$ cat src/sv/fp32_reciprocal_sqrt_ftz_top_defines.svh
// Assertion macros shared by the reciprocal square root block.
`ifndef FP32_RECIPROCAL_SQRT_FTZ_TOP_DEFINES_SVH
`define FP32_RECIPROCAL_SQRT_FTZ_TOP_DEFINES_SVH

// Same-cycle implication, checked on every rising clock edge outside reset.
`define RSQ_ASSERT_NOW(label, ante, cons) \
	label: assert property (@(posedge clk) disable iff (!arst_n) (ante) |-> (cons)) \
		else $error("rsq assertion failed");

// Next-cycle implication, checked on every rising clock edge outside reset.
`define RSQ_ASSERT_NEXT(label, ante, cons) \
	label: assert property (@(posedge clk) disable iff (!arst_n) (ante) |=> (cons)) \
		else $error("rsq assertion failed");

`endif

$ cat src/sv/rsq_pkg.sv
// Shared types and constants for the reciprocal square root pipeline.
package rsq_pkg;

	localparam int unsigned WORD_W   = 32;
	localparam int unsigned EXP_W    = 8;
	localparam int unsigned FRAC_W   = 23;
	localparam int unsigned SIG_W    = 24;
	localparam int unsigned RAD_W    = 48;
	localparam int unsigned SREM_W   = 26;
	localparam int unsigned ROOT_W   = 24;

	// Iterations done in each stage of both the root and the divide chains
	localparam int unsigned STEPS_DEFAULT = 4;

	localparam logic [WORD_W-1:0] QNAN_BITS = 32'h7FC0_0000;
	localparam logic [WORD_W-1:0] INF_BITS  = 32'h7F80_0000;
	localparam logic [WORD_W-1:0] ZERO_BITS = 32'h0000_0000;
	localparam logic [WORD_W-1:0] MIN_NORM  = 32'h0080_0000;
	localparam logic [SIG_W-1:0]  HIDDEN    = 24'h80_0000;

	typedef struct packed {
		logic              spec;      // result is a special value
		logic [WORD_W-1:0] spec_val;
		logic              unit;      // rounded root is a power of two
		logic [EXP_W-1:0]  exp_b;     // result exponent before quotient carry
	} meta_t;

endpackage

$ cat src/sv/rsq_sqrt_stage.sv
// One registered stage of the digit-by-digit square root.
module rsq_sqrt_stage #(
	parameter int unsigned STEPS = rsq_pkg::STEPS_DEFAULT
) (
	input  logic                        clk,
	input  logic                        arst_n,
	input  logic                        en,
	input  logic                        valid_i,
	input  rsq_pkg::meta_t              meta_i,
	input  logic [rsq_pkg::RAD_W-1:0]   rad_i,
	input  logic [rsq_pkg::SREM_W-1:0]  rem_i,
	input  logic [rsq_pkg::ROOT_W-1:0]  root_i,
	output logic                        valid_o,
	output rsq_pkg::meta_t              meta_o,
	output logic [rsq_pkg::RAD_W-1:0]   rad_o,
	output logic [rsq_pkg::SREM_W-1:0]  rem_o,
	output logic [rsq_pkg::ROOT_W-1:0]  root_o
);
	import rsq_pkg::*;

	logic [RAD_W-1:0]  rad_n;
	logic [SREM_W-1:0] rem_n;
	logic [ROOT_W-1:0] root_n;

	always_comb begin
		logic [SREM_W+1:0] cur;
		logic [SREM_W+1:0] trial;
		rad_n  = rad_i;
		rem_n  = rem_i;
		root_n = root_i;
		for (int k = 0; k < STEPS; k++) begin
			cur   = {rem_n, rad_n[RAD_W-1 -: 2]};
			trial = {2'b00, root_n, 2'b01};
			if (cur >= trial) begin
				rem_n  = SREM_W'(cur - trial);
				root_n = {root_n[ROOT_W-2:0], 1'b1};
			end else begin
				rem_n  = cur[SREM_W-1:0];
				root_n = {root_n[ROOT_W-2:0], 1'b0};
			end
			rad_n = {rad_n[RAD_W-3:0], 2'b00};
		end
	end

	always_ff @(posedge clk or negedge arst_n) begin
		if (!arst_n) begin
			valid_o <= 1'b0;
		end else if (en) begin
			valid_o <= valid_i;
		end
	end

	always_ff @(posedge clk) begin
		if (en) begin
			meta_o <= meta_i;
			rad_o  <= rad_n;
			rem_o  <= rem_n;
			root_o <= root_n;
		end
	end

endmodule

$ cat src/sv/rsq_div_stage.sv
// One registered stage of the restoring reciprocal divider.
module rsq_div_stage #(
	parameter int unsigned STEPS = rsq_pkg::STEPS_DEFAULT
) (
	input  logic                       clk,
	input  logic                       arst_n,
	input  logic                       en,
	input  logic                       valid_i,
	input  rsq_pkg::meta_t             meta_i,
	input  logic [rsq_pkg::SIG_W-1:0]  dvs_i,
	input  logic [rsq_pkg::SIG_W-1:0]  rem_i,
	input  logic [rsq_pkg::SIG_W-1:0]  quo_i,
	output logic                       valid_o,
	output rsq_pkg::meta_t             meta_o,
	output logic [rsq_pkg::SIG_W-1:0]  dvs_o,
	output logic [rsq_pkg::SIG_W-1:0]  rem_o,
	output logic [rsq_pkg::SIG_W-1:0]  quo_o
);
	import rsq_pkg::*;

	logic [SIG_W-1:0] rem_n;
	logic [SIG_W-1:0] quo_n;

	always_comb begin
		logic [SIG_W:0] t;
		rem_n = rem_i;
		quo_n = quo_i;
		for (int k = 0; k < STEPS; k++) begin
			t = {rem_n, 1'b0};
			if (t >= {1'b0, dvs_i}) begin
				rem_n = SIG_W'(t - {1'b0, dvs_i});
				quo_n = {quo_n[SIG_W-2:0], 1'b1};
			end else begin
				rem_n = t[SIG_W-1:0];
				quo_n = {quo_n[SIG_W-2:0], 1'b0};
			end
		end
	end

	always_ff @(posedge clk or negedge arst_n) begin
		if (!arst_n) begin
			valid_o <= 1'b0;
		end else if (en) begin
			valid_o <= valid_i;
		end
	end

	always_ff @(posedge clk) begin
		if (en) begin
			meta_o <= meta_i;
			dvs_o  <= dvs_i;
			rem_o  <= rem_n;
			quo_o  <= quo_n;
		end
	end

endmodule

$ cat src/sv/fp32_reciprocal_sqrt_ftz_top.sv
// Top level of the pipelined single-precision reciprocal square root.
//
// Computes 1/sqrt(x) for one binary32 word per cycle as round(1/round(sqrt(x))),
// both roundings to nearest-even. Denormal inputs count as zero and give
// infinity of the input's sign; NaNs and negative values give 0x7FC00000;
// +inf gives +0. Every transfer in is followed by exactly one transfer out,
// in order, after passing through the registers of the pipe in turn:
// a chain of root stages, a rounding stage, a chain of divide stages and an
// output rounding register. The whole pipe advances together whenever the
// output register is empty or its result is taken, so a new operand is taken
// every cycle as long as results drain; operand_stall rises only while a
// finished result sits unclaimed under result_stall. STEPS_PER_STAGE sets the
// iterations per stage and must divide 24.
`include "fp32_reciprocal_sqrt_ftz_top_defines.svh"

module fp32_reciprocal_sqrt_ftz_top #(
	parameter int unsigned STEPS_PER_STAGE = rsq_pkg::STEPS_DEFAULT
) (
	input  logic                        clk,
	input  logic                        arst_n,
	input  logic                        operand_valid,
	output logic                        operand_stall,
	input  logic [rsq_pkg::WORD_W-1:0]  operand_bits,
	output logic                        result_valid,
	input  logic                        result_stall,
	output logic [rsq_pkg::WORD_W-1:0]  result_word
);
	import rsq_pkg::*;

	localparam int unsigned NST = ROOT_W / STEPS_PER_STAGE;

	// Global advance: move everything when the output slot is free or drains
	logic en;
	assign en            = !result_valid || !result_stall;
	assign operand_stall = !en;

	// Front decode: classify the operand and build the radicand
	logic [WORD_W-1:0] mag;
	logic [EXP_W-1:0]  e_in;
	logic [SIG_W:0]    sig25;
	logic signed [8:0] half_exp;
	meta_t             meta_in;

	always_comb begin
		mag      = {1'b0, operand_bits[WORD_W-2:0]};
		e_in     = operand_bits[WORD_W-2 -: EXP_W];
		// Make the exponent even by folding an odd one into the significand
		sig25    = e_in[0] ? {1'b0, 1'b1, operand_bits[FRAC_W-1:0]}
		                   : {1'b1, operand_bits[FRAC_W-1:0], 1'b0};
		half_exp = ($signed({1'b0, e_in}) - 9'sd127) >>> 1;
		meta_in.unit  = 1'b0;
		meta_in.exp_b = EXP_W'(9'sd126 - half_exp);
		meta_in.spec  = 1'b1;
		if (mag > INF_BITS) begin
			meta_in.spec_val = QNAN_BITS;
		end else if (mag < MIN_NORM) begin
			meta_in.spec_val = {operand_bits[WORD_W-1], INF_BITS[WORD_W-2:0]};
		end else if (operand_bits[WORD_W-1]) begin
			meta_in.spec_val = QNAN_BITS;
		end else if (mag == INF_BITS) begin
			meta_in.spec_val = ZERO_BITS;
		end else begin
			meta_in.spec     = 1'b0;
			meta_in.spec_val = ZERO_BITS;
		end
	end

	// Square root chain
	logic              sq_v    [NST+1];
	meta_t             sq_meta [NST+1];
	logic [RAD_W-1:0]  sq_rad  [NST+1];
	logic [SREM_W-1:0] sq_rem  [NST+1];
	logic [ROOT_W-1:0] sq_root [NST+1];

	assign sq_v[0]    = operand_valid;
	assign sq_meta[0] = meta_in;
	assign sq_rad[0]  = {sig25, {(RAD_W-SIG_W-1){1'b0}}};
	assign sq_rem[0]  = '0;
	assign sq_root[0] = '0;

	for (genvar i = 0; i < NST; i++) begin : g_sqrt
		rsq_sqrt_stage #(.STEPS(STEPS_PER_STAGE)) u_stage (
			.clk     (clk),
			.arst_n  (arst_n),
			.en      (en),
			.valid_i (sq_v[i]),
			.meta_i  (sq_meta[i]),
			.rad_i   (sq_rad[i]),
			.rem_i   (sq_rem[i]),
			.root_i  (sq_root[i]),
			.valid_o (sq_v[i+1]),
			.meta_o  (sq_meta[i+1]),
			.rad_o   (sq_rad[i+1]),
			.rem_o   (sq_rem[i+1]),
			.root_o  (sq_root[i+1])
		);
	end

	// Round the root: an exact half cannot occur, so round up when rem > root
	logic [ROOT_W:0] r_inc;
	logic            r_ovf;
	meta_t           rnd_meta;
	logic            rnd_valid_q;
	meta_t           rnd_meta_q;
	logic [SIG_W-1:0] rnd_r_q;

	always_comb begin
		r_inc    = {1'b0, sq_root[NST]}
		         + (ROOT_W+1)'(sq_rem[NST] > {2'b00, sq_root[NST]});
		r_ovf    = r_inc[ROOT_W];
		rnd_meta = sq_meta[NST];
		rnd_meta.unit  = r_ovf || (r_inc[ROOT_W-1:0] == HIDDEN);
		rnd_meta.exp_b = sq_meta[NST].exp_b - EXP_W'(r_ovf);
	end

	always_ff @(posedge clk or negedge arst_n) begin
		if (!arst_n) begin
			rnd_valid_q <= 1'b0;
		end else if (en) begin
			rnd_valid_q <= sq_v[NST];
		end
	end

	always_ff @(posedge clk) begin
		if (en) begin
			rnd_meta_q <= rnd_meta;
			rnd_r_q    <= r_ovf ? HIDDEN : r_inc[ROOT_W-1:0];
		end
	end

	// Divide chain: 2^47 / r, starting from the partial remainder 2^23
	logic             dv_v    [NST+1];
	meta_t            dv_meta [NST+1];
	logic [SIG_W-1:0] dv_dvs  [NST+1];
	logic [SIG_W-1:0] dv_rem  [NST+1];
	logic [SIG_W-1:0] dv_quo  [NST+1];

	assign dv_v[0]    = rnd_valid_q;
	assign dv_meta[0] = rnd_meta_q;
	assign dv_dvs[0]  = rnd_r_q;
	assign dv_rem[0]  = HIDDEN;
	assign dv_quo[0]  = '0;

	for (genvar i = 0; i < NST; i++) begin : g_div
		rsq_div_stage #(.STEPS(STEPS_PER_STAGE)) u_stage (
			.clk     (clk),
			.arst_n  (arst_n),
			.en      (en),
			.valid_i (dv_v[i]),
			.meta_i  (dv_meta[i]),
			.dvs_i   (dv_dvs[i]),
			.rem_i   (dv_rem[i]),
			.quo_i   (dv_quo[i]),
			.valid_o (dv_v[i+1]),
			.meta_o  (dv_meta[i+1]),
			.dvs_o   (dv_dvs[i+1]),
			.rem_o   (dv_rem[i+1]),
			.quo_o   (dv_quo[i+1])
		);
	end

	// Round the quotient to nearest-even and pack
	logic [SIG_W:0]    rem2;
	logic              q_up;
	logic [SIG_W:0]    q_inc;
	logic              bump;
	logic [WORD_W-1:0] packed_res;
	logic              res_spec_q;

	always_comb begin
		rem2  = {dv_rem[NST], 1'b0};
		q_up  = (rem2 > {1'b0, dv_dvs[NST]})
		     || ((rem2 == {1'b0, dv_dvs[NST]}) && dv_quo[NST][0]);
		q_inc = {1'b0, dv_quo[NST]} + (SIG_W+1)'(q_up);
		// A power-of-two root or a quotient carry both land on a bare exponent
		bump  = dv_meta[NST].unit || q_inc[SIG_W];
		if (dv_meta[NST].spec) begin
			packed_res = dv_meta[NST].spec_val;
		end else begin
			packed_res = {1'b0, dv_meta[NST].exp_b + EXP_W'(bump),
			              bump ? {FRAC_W{1'b0}} : q_inc[FRAC_W-1:0]};
		end
	end

	always_ff @(posedge clk or negedge arst_n) begin
		if (!arst_n) begin
			result_valid <= 1'b0;
		end else if (en) begin
			result_valid <= dv_v[NST];
		end
	end

	always_ff @(posedge clk) begin
		if (en) begin
			result_word <= packed_res;
			res_spec_q  <= dv_meta[NST].spec;
		end
	end

	// Positive, with an exponent that is neither zero nor all ones
	logic res_normal;
	assign res_normal = !result_word[WORD_W-1]
	                 && (result_word[WORD_W-2 -: EXP_W] != {EXP_W{1'b0}})
	                 && (result_word[WORD_W-2 -: EXP_W] != {EXP_W{1'b1}});

	// Stall back to the source only while a result waits at the output
	`RSQ_ASSERT_NOW(a_stall_only_when_full, operand_stall, result_valid)
	// A computed (non-special) result is always a positive normal number
	`RSQ_ASSERT_NOW(a_normal_result, result_valid && !res_spec_q, res_normal)
	// An item that leaves the last divide stage lands in the output register
	`RSQ_ASSERT_NEXT(a_out_follows, dv_v[NST] && en, result_valid)

endmodule
$ cat config.mk
export PLATFORM = sky130hd
export DESIGN_NAME = fp32_reciprocal_sqrt_ftz_top
export DESIGN_NICKNAME = d
export VERILOG_FILES = /design/src/sv/rsq_pkg.sv /design/src/sv/rsq_sqrt_stage.sv /design/src/sv/rsq_div_stage.sv /design/src/sv/fp32_reciprocal_sqrt_ftz_top.sv
export VERILOG_INCLUDE_DIRS = /design/src /design/src/sv
export SDC_FILE = /design/constraint.sdc
export NUM_CORES = 2
export LEC_CHECK = 0
export BUFFER_PORTS_ARGS = -buffer_cell sky130_fd_sc_hd__buf_2
export CORE_MARGIN = 2
export CORE_UTILIZATION = 45
export DETAILED_ROUTE_END_ITERATION = 10
export MAX_ROUTING_LAYER = met4
export RECOVER_POWER = 100
export SETUP_SLACK_MARGIN = 0.05
export SYNTH_ARGS = -nofsm -noshare
export SYNTH_HDL_FRONTEND = slang
export SYNTH_SLANG_ARGS = --single-unit
$ cat constraint.sdc
create_clock -name clk -period 49.6 [get_ports clk]
set_input_delay 4.96 -clock clk [delete_from_list [all_inputs] [get_ports clk]]
set_output_delay 4.96 -clock clk [all_outputs]
set_load 0.03 [all_outputs]
==> results.cfg <==
[synth]
ys_seq_area_share_pct = 31.3
syn_area_um2 = 82500
ys_types = 118
syn_inst = 9190
yosys_warnings = 0
synth_area_per_cell_um2 = 8.97
yosysTopAreaCell = edfxtp_1
synth_top_area_share_pct = 30.9
synth_edf_count = 849
synth-seq-cells = 863
synthTopCellsByArea = edfxtp_1, ha_1, xnor2_1
synth_ff_type = edfxtp_1
async_flop_share_pct = 1.62

[clocking]
cts_setup_buffers = 0
cts_buffers = 99
htree_levels = 3
cts_root_buffer = clkbuf_16
hold_buffers = 0
clk_pin_slew_ns = 0.06
cts_tree = yes
ctsResizeCount = 0
clock_latency_ns = 0.77
cts_buffer_depth = 3
cts_sinks = 863

[timing]
setup_tns_ns = 0
min_period_over_period_pct = 41.7
relSlewSlack_pct = -424
hold_viol = 0
grt_setup_unrepaired = no
fin_crit_ns = 20.70
finalSetupViolCount = 0
finalClockSkew_ns = 0.0938
max_freq_ghz = 0.0483
worst_pin_slew_ns = 7.86
drv_slew = 1416

[worst_setup_path]
crit_slowest_cell = clkbuf_1
critical_path.max_stage_delay_ns = 2.92
crit_required_ns = 49.86
path_common_cell = clkbuf_1
critical_path_class = primary input to register
worstSetupEndpointType = register
worstSetupStartpointType = primary input
cp_cell_sequence = buf_2 -> nand2_1 -> clkbuf_1 -> clkbuf_1 -> clkbuf_1 -> clkbuf_1 -> clkbuf_1
cp_max_fo = 74
critPathArrivalTime_ns = 20.95

[die]
die-area_um2 = 187000
chipWidth_um = 432
start_util_pct = 45.2
core_um2 = 182000
die_h_um = 432
ioPinCount = 70
row_count = 157

[routing]
remaining_drc_errors = 0
post_drt_wl_per_cell_um = 20.2
drt-met1-wl_um = 107000
num_vias = 69200
wl_um = 237000
top_layer = met4
dr_wl_met2_um = 111000
drt_iter0_drc = 5503
drtPass1Iterations = 9
via_per_inst = 5.92
routed-wl-met3_um = 9920
ant_nets = 0

[finish]
fillers = 17200
final_net_count = 10200
area_growth_pct = 7.47
drive_gt1_share_pct = 7.68

[grt]
grt_pass1_wl_um = 368000
overflow = 0
grt_use_total_pct = 25.3
antenna_found_initial = 2
first_global_vias = 65700
grt_max_degree = 152

[run_status]
violations = capacitance limit, slew limit
status = finished with violations

[placement]
portBuffers = 69
place.gp.congestion = 0.955
dp_hpwl_um = 187000

[job]
maxCapViolCount = 28

[worst_hold_path]
hold_path_class = register to register
## synth_stat cells (91+ instances only)
| cell type | count |
|---|---|
| nand3_1 | 241 |
| a21o_1 | 259 |
| inv_1 | 588 |
| xor2_1 | 261 |
| nor2_1 | 762 |
| xnor2_1 | 586 |
| mux2_2 | 388 |
| and3_1 | 92 |
| nor2b_1 | 134 |
| o21bai_1 | 91 |
| nand2b_1 | 104 |
| o21ai_0 | 540 |
| nand4_1 | 159 |
| clkbuf_1 | 149 |
| nand2_1 | 686 |
| o31ai_1 | 111 |
| ha_1 | 892 |
| edfxtp_1 | 849 |
| nor3_1 | 262 |
| o21a_1 | 149 |
| a21oi_1 | 709 |
## cell type report
type,instances,area [um2],share of cell area [%]
inverters,599,2250,2.54
clock inverters,70,890,1.00
repair buffers,119,518,0.584
diodes,1,2.50,0.00282
clock buffers,113,2530,2.85
multi-input cells,7540,53600,60.5
flip-flops and latches,863,25800,29.2
well taps,2385,2980,3.37
## registers in the layout (all words and copies together) (netlist names), 27 cells and up
signal and flops:
g_div.u_stage.rem_o 144, g_sqrt.u_stage.root_o 84, g_div.u_stage.dvs_o 144, result_word 32, g_sqrt.u_stage.rem_o 153, g_sqrt.u_stage.meta_o 72, g_div.u_stage.meta_o 78, g_div.u_stage.quo_o 78
g_sqrt.u_stage.rad_o 27
## per-layer routing
| layer | track usage (%) | up-vias |
|---|---|---|
| met5 | - | - |
| met4 | 8.85 | 0 |
| met3 | 2.26 | 364 |
| met2 | 41.5 | 1698 |
| met1 | 32.8 | 33000 |
| li1 | - | 34200 |
## critical path, delay by kind of cell
kind,cells,cell delay (ns)
buffers and inverters,6,13.83
and+or+nand+nor,1,1.97
## metrics by stage
step                hold slack, ns  cells  cell area, um2  utilization [%]  worst slack [ns]
floorplan                    0.400   9194           82500                -             11.13
global placement             0.400  11500           85500             46.9             33.09
detailed placement           0.405  11500           85500             46.9             32.86
CTS                          0.367  11700           89000             48.7             32.75
global route                 0.369  11700           88600             48.6             26.98
finish                       0.391  11700           88600             48.6             28.90
## final timing paths
kind | startpoint | to | slack (ns) | depth (start not counted)
worst max-delay path | result_stall | g_sqrt[2].u_stage.root_o[2] | 28.90 | 7
worst min-delay path | g_sqrt[0].u_stage.meta_o[0] | g_sqrt[1].u_stage.meta_o[0] | 0.39 | 0
worst max register to register | g_div[4].u_stage.dvs_o[1] | g_div[5].u_stage.rem_o[6] | 29.54 | 70
worst min register to register | g_sqrt[0].u_stage.meta_o[0] | g_sqrt[1].u_stage.meta_o[0] | 0.39 | 0
max in group asynchronous | arst_n | g_div[4].u_stage.valid_o | 44.92 | 1
min in group asynchronous | arst_n | rnd_valid_q | 4.23 | 1
## layout by cell type, fill, tap and decap left out, drive strengths merged, types with 27 or more instances in the layout
cell | synthesis | final
ha | 892 | 892
edfxtp | 849 | 849
nor2 | 763 | 763
a21oi | 710 | 710
nand2 | 687 | 687
inv | 594 | 603
xnor2 | 587 | 587
o21ai | 552 | 552
mux2 | 388 | 388
nor3 | 265 | 265
xor2 | 261 | 261
a21o | 259 | 259
nand3 | 241 | 241
clkbuf | 149 | 191
nand4 | 161 | 161
o21a | 149 | 149
nor2b | 134 | 134
o31ai | 112 | 112
nand2b | 105 | 105
and3 | 93 | 93
o21bai | 91 | 91
nor4 | 88 | 88
or2 | 83 | 83
or3 | 77 | 77
a31oi | 74 | 74
and2 | 73 | 73
a211oi | 68 | 68
a21boi | 67 | 67
o211ai | 46 | 46
buf | 43 | 41
clkinv | 5 | 41
mux2i | 36 | 36
and4 | 28 | 28
o31a | 28 | 28
nor3b | 27 | 27
## logic make-up (layout without fill, tap and decap cells)
kind of cell    after synthesis  after routing  synth area share [%]
fa+ha+maj                   901            901                  13.8
simple gates               2916           2916                  17.6
buf+inv                     791            901                  3.65
compound gates             2445           2445                  18.9
xor+xnor                    848            848                  9.02
flops                       863            863                  31.3
mux                         424            424                  5.74
other cells                   2              7               0.00911
Power is not shown: default switching activity piles up to over one toggle a cycle in this logic, so the estimate is an artifact.
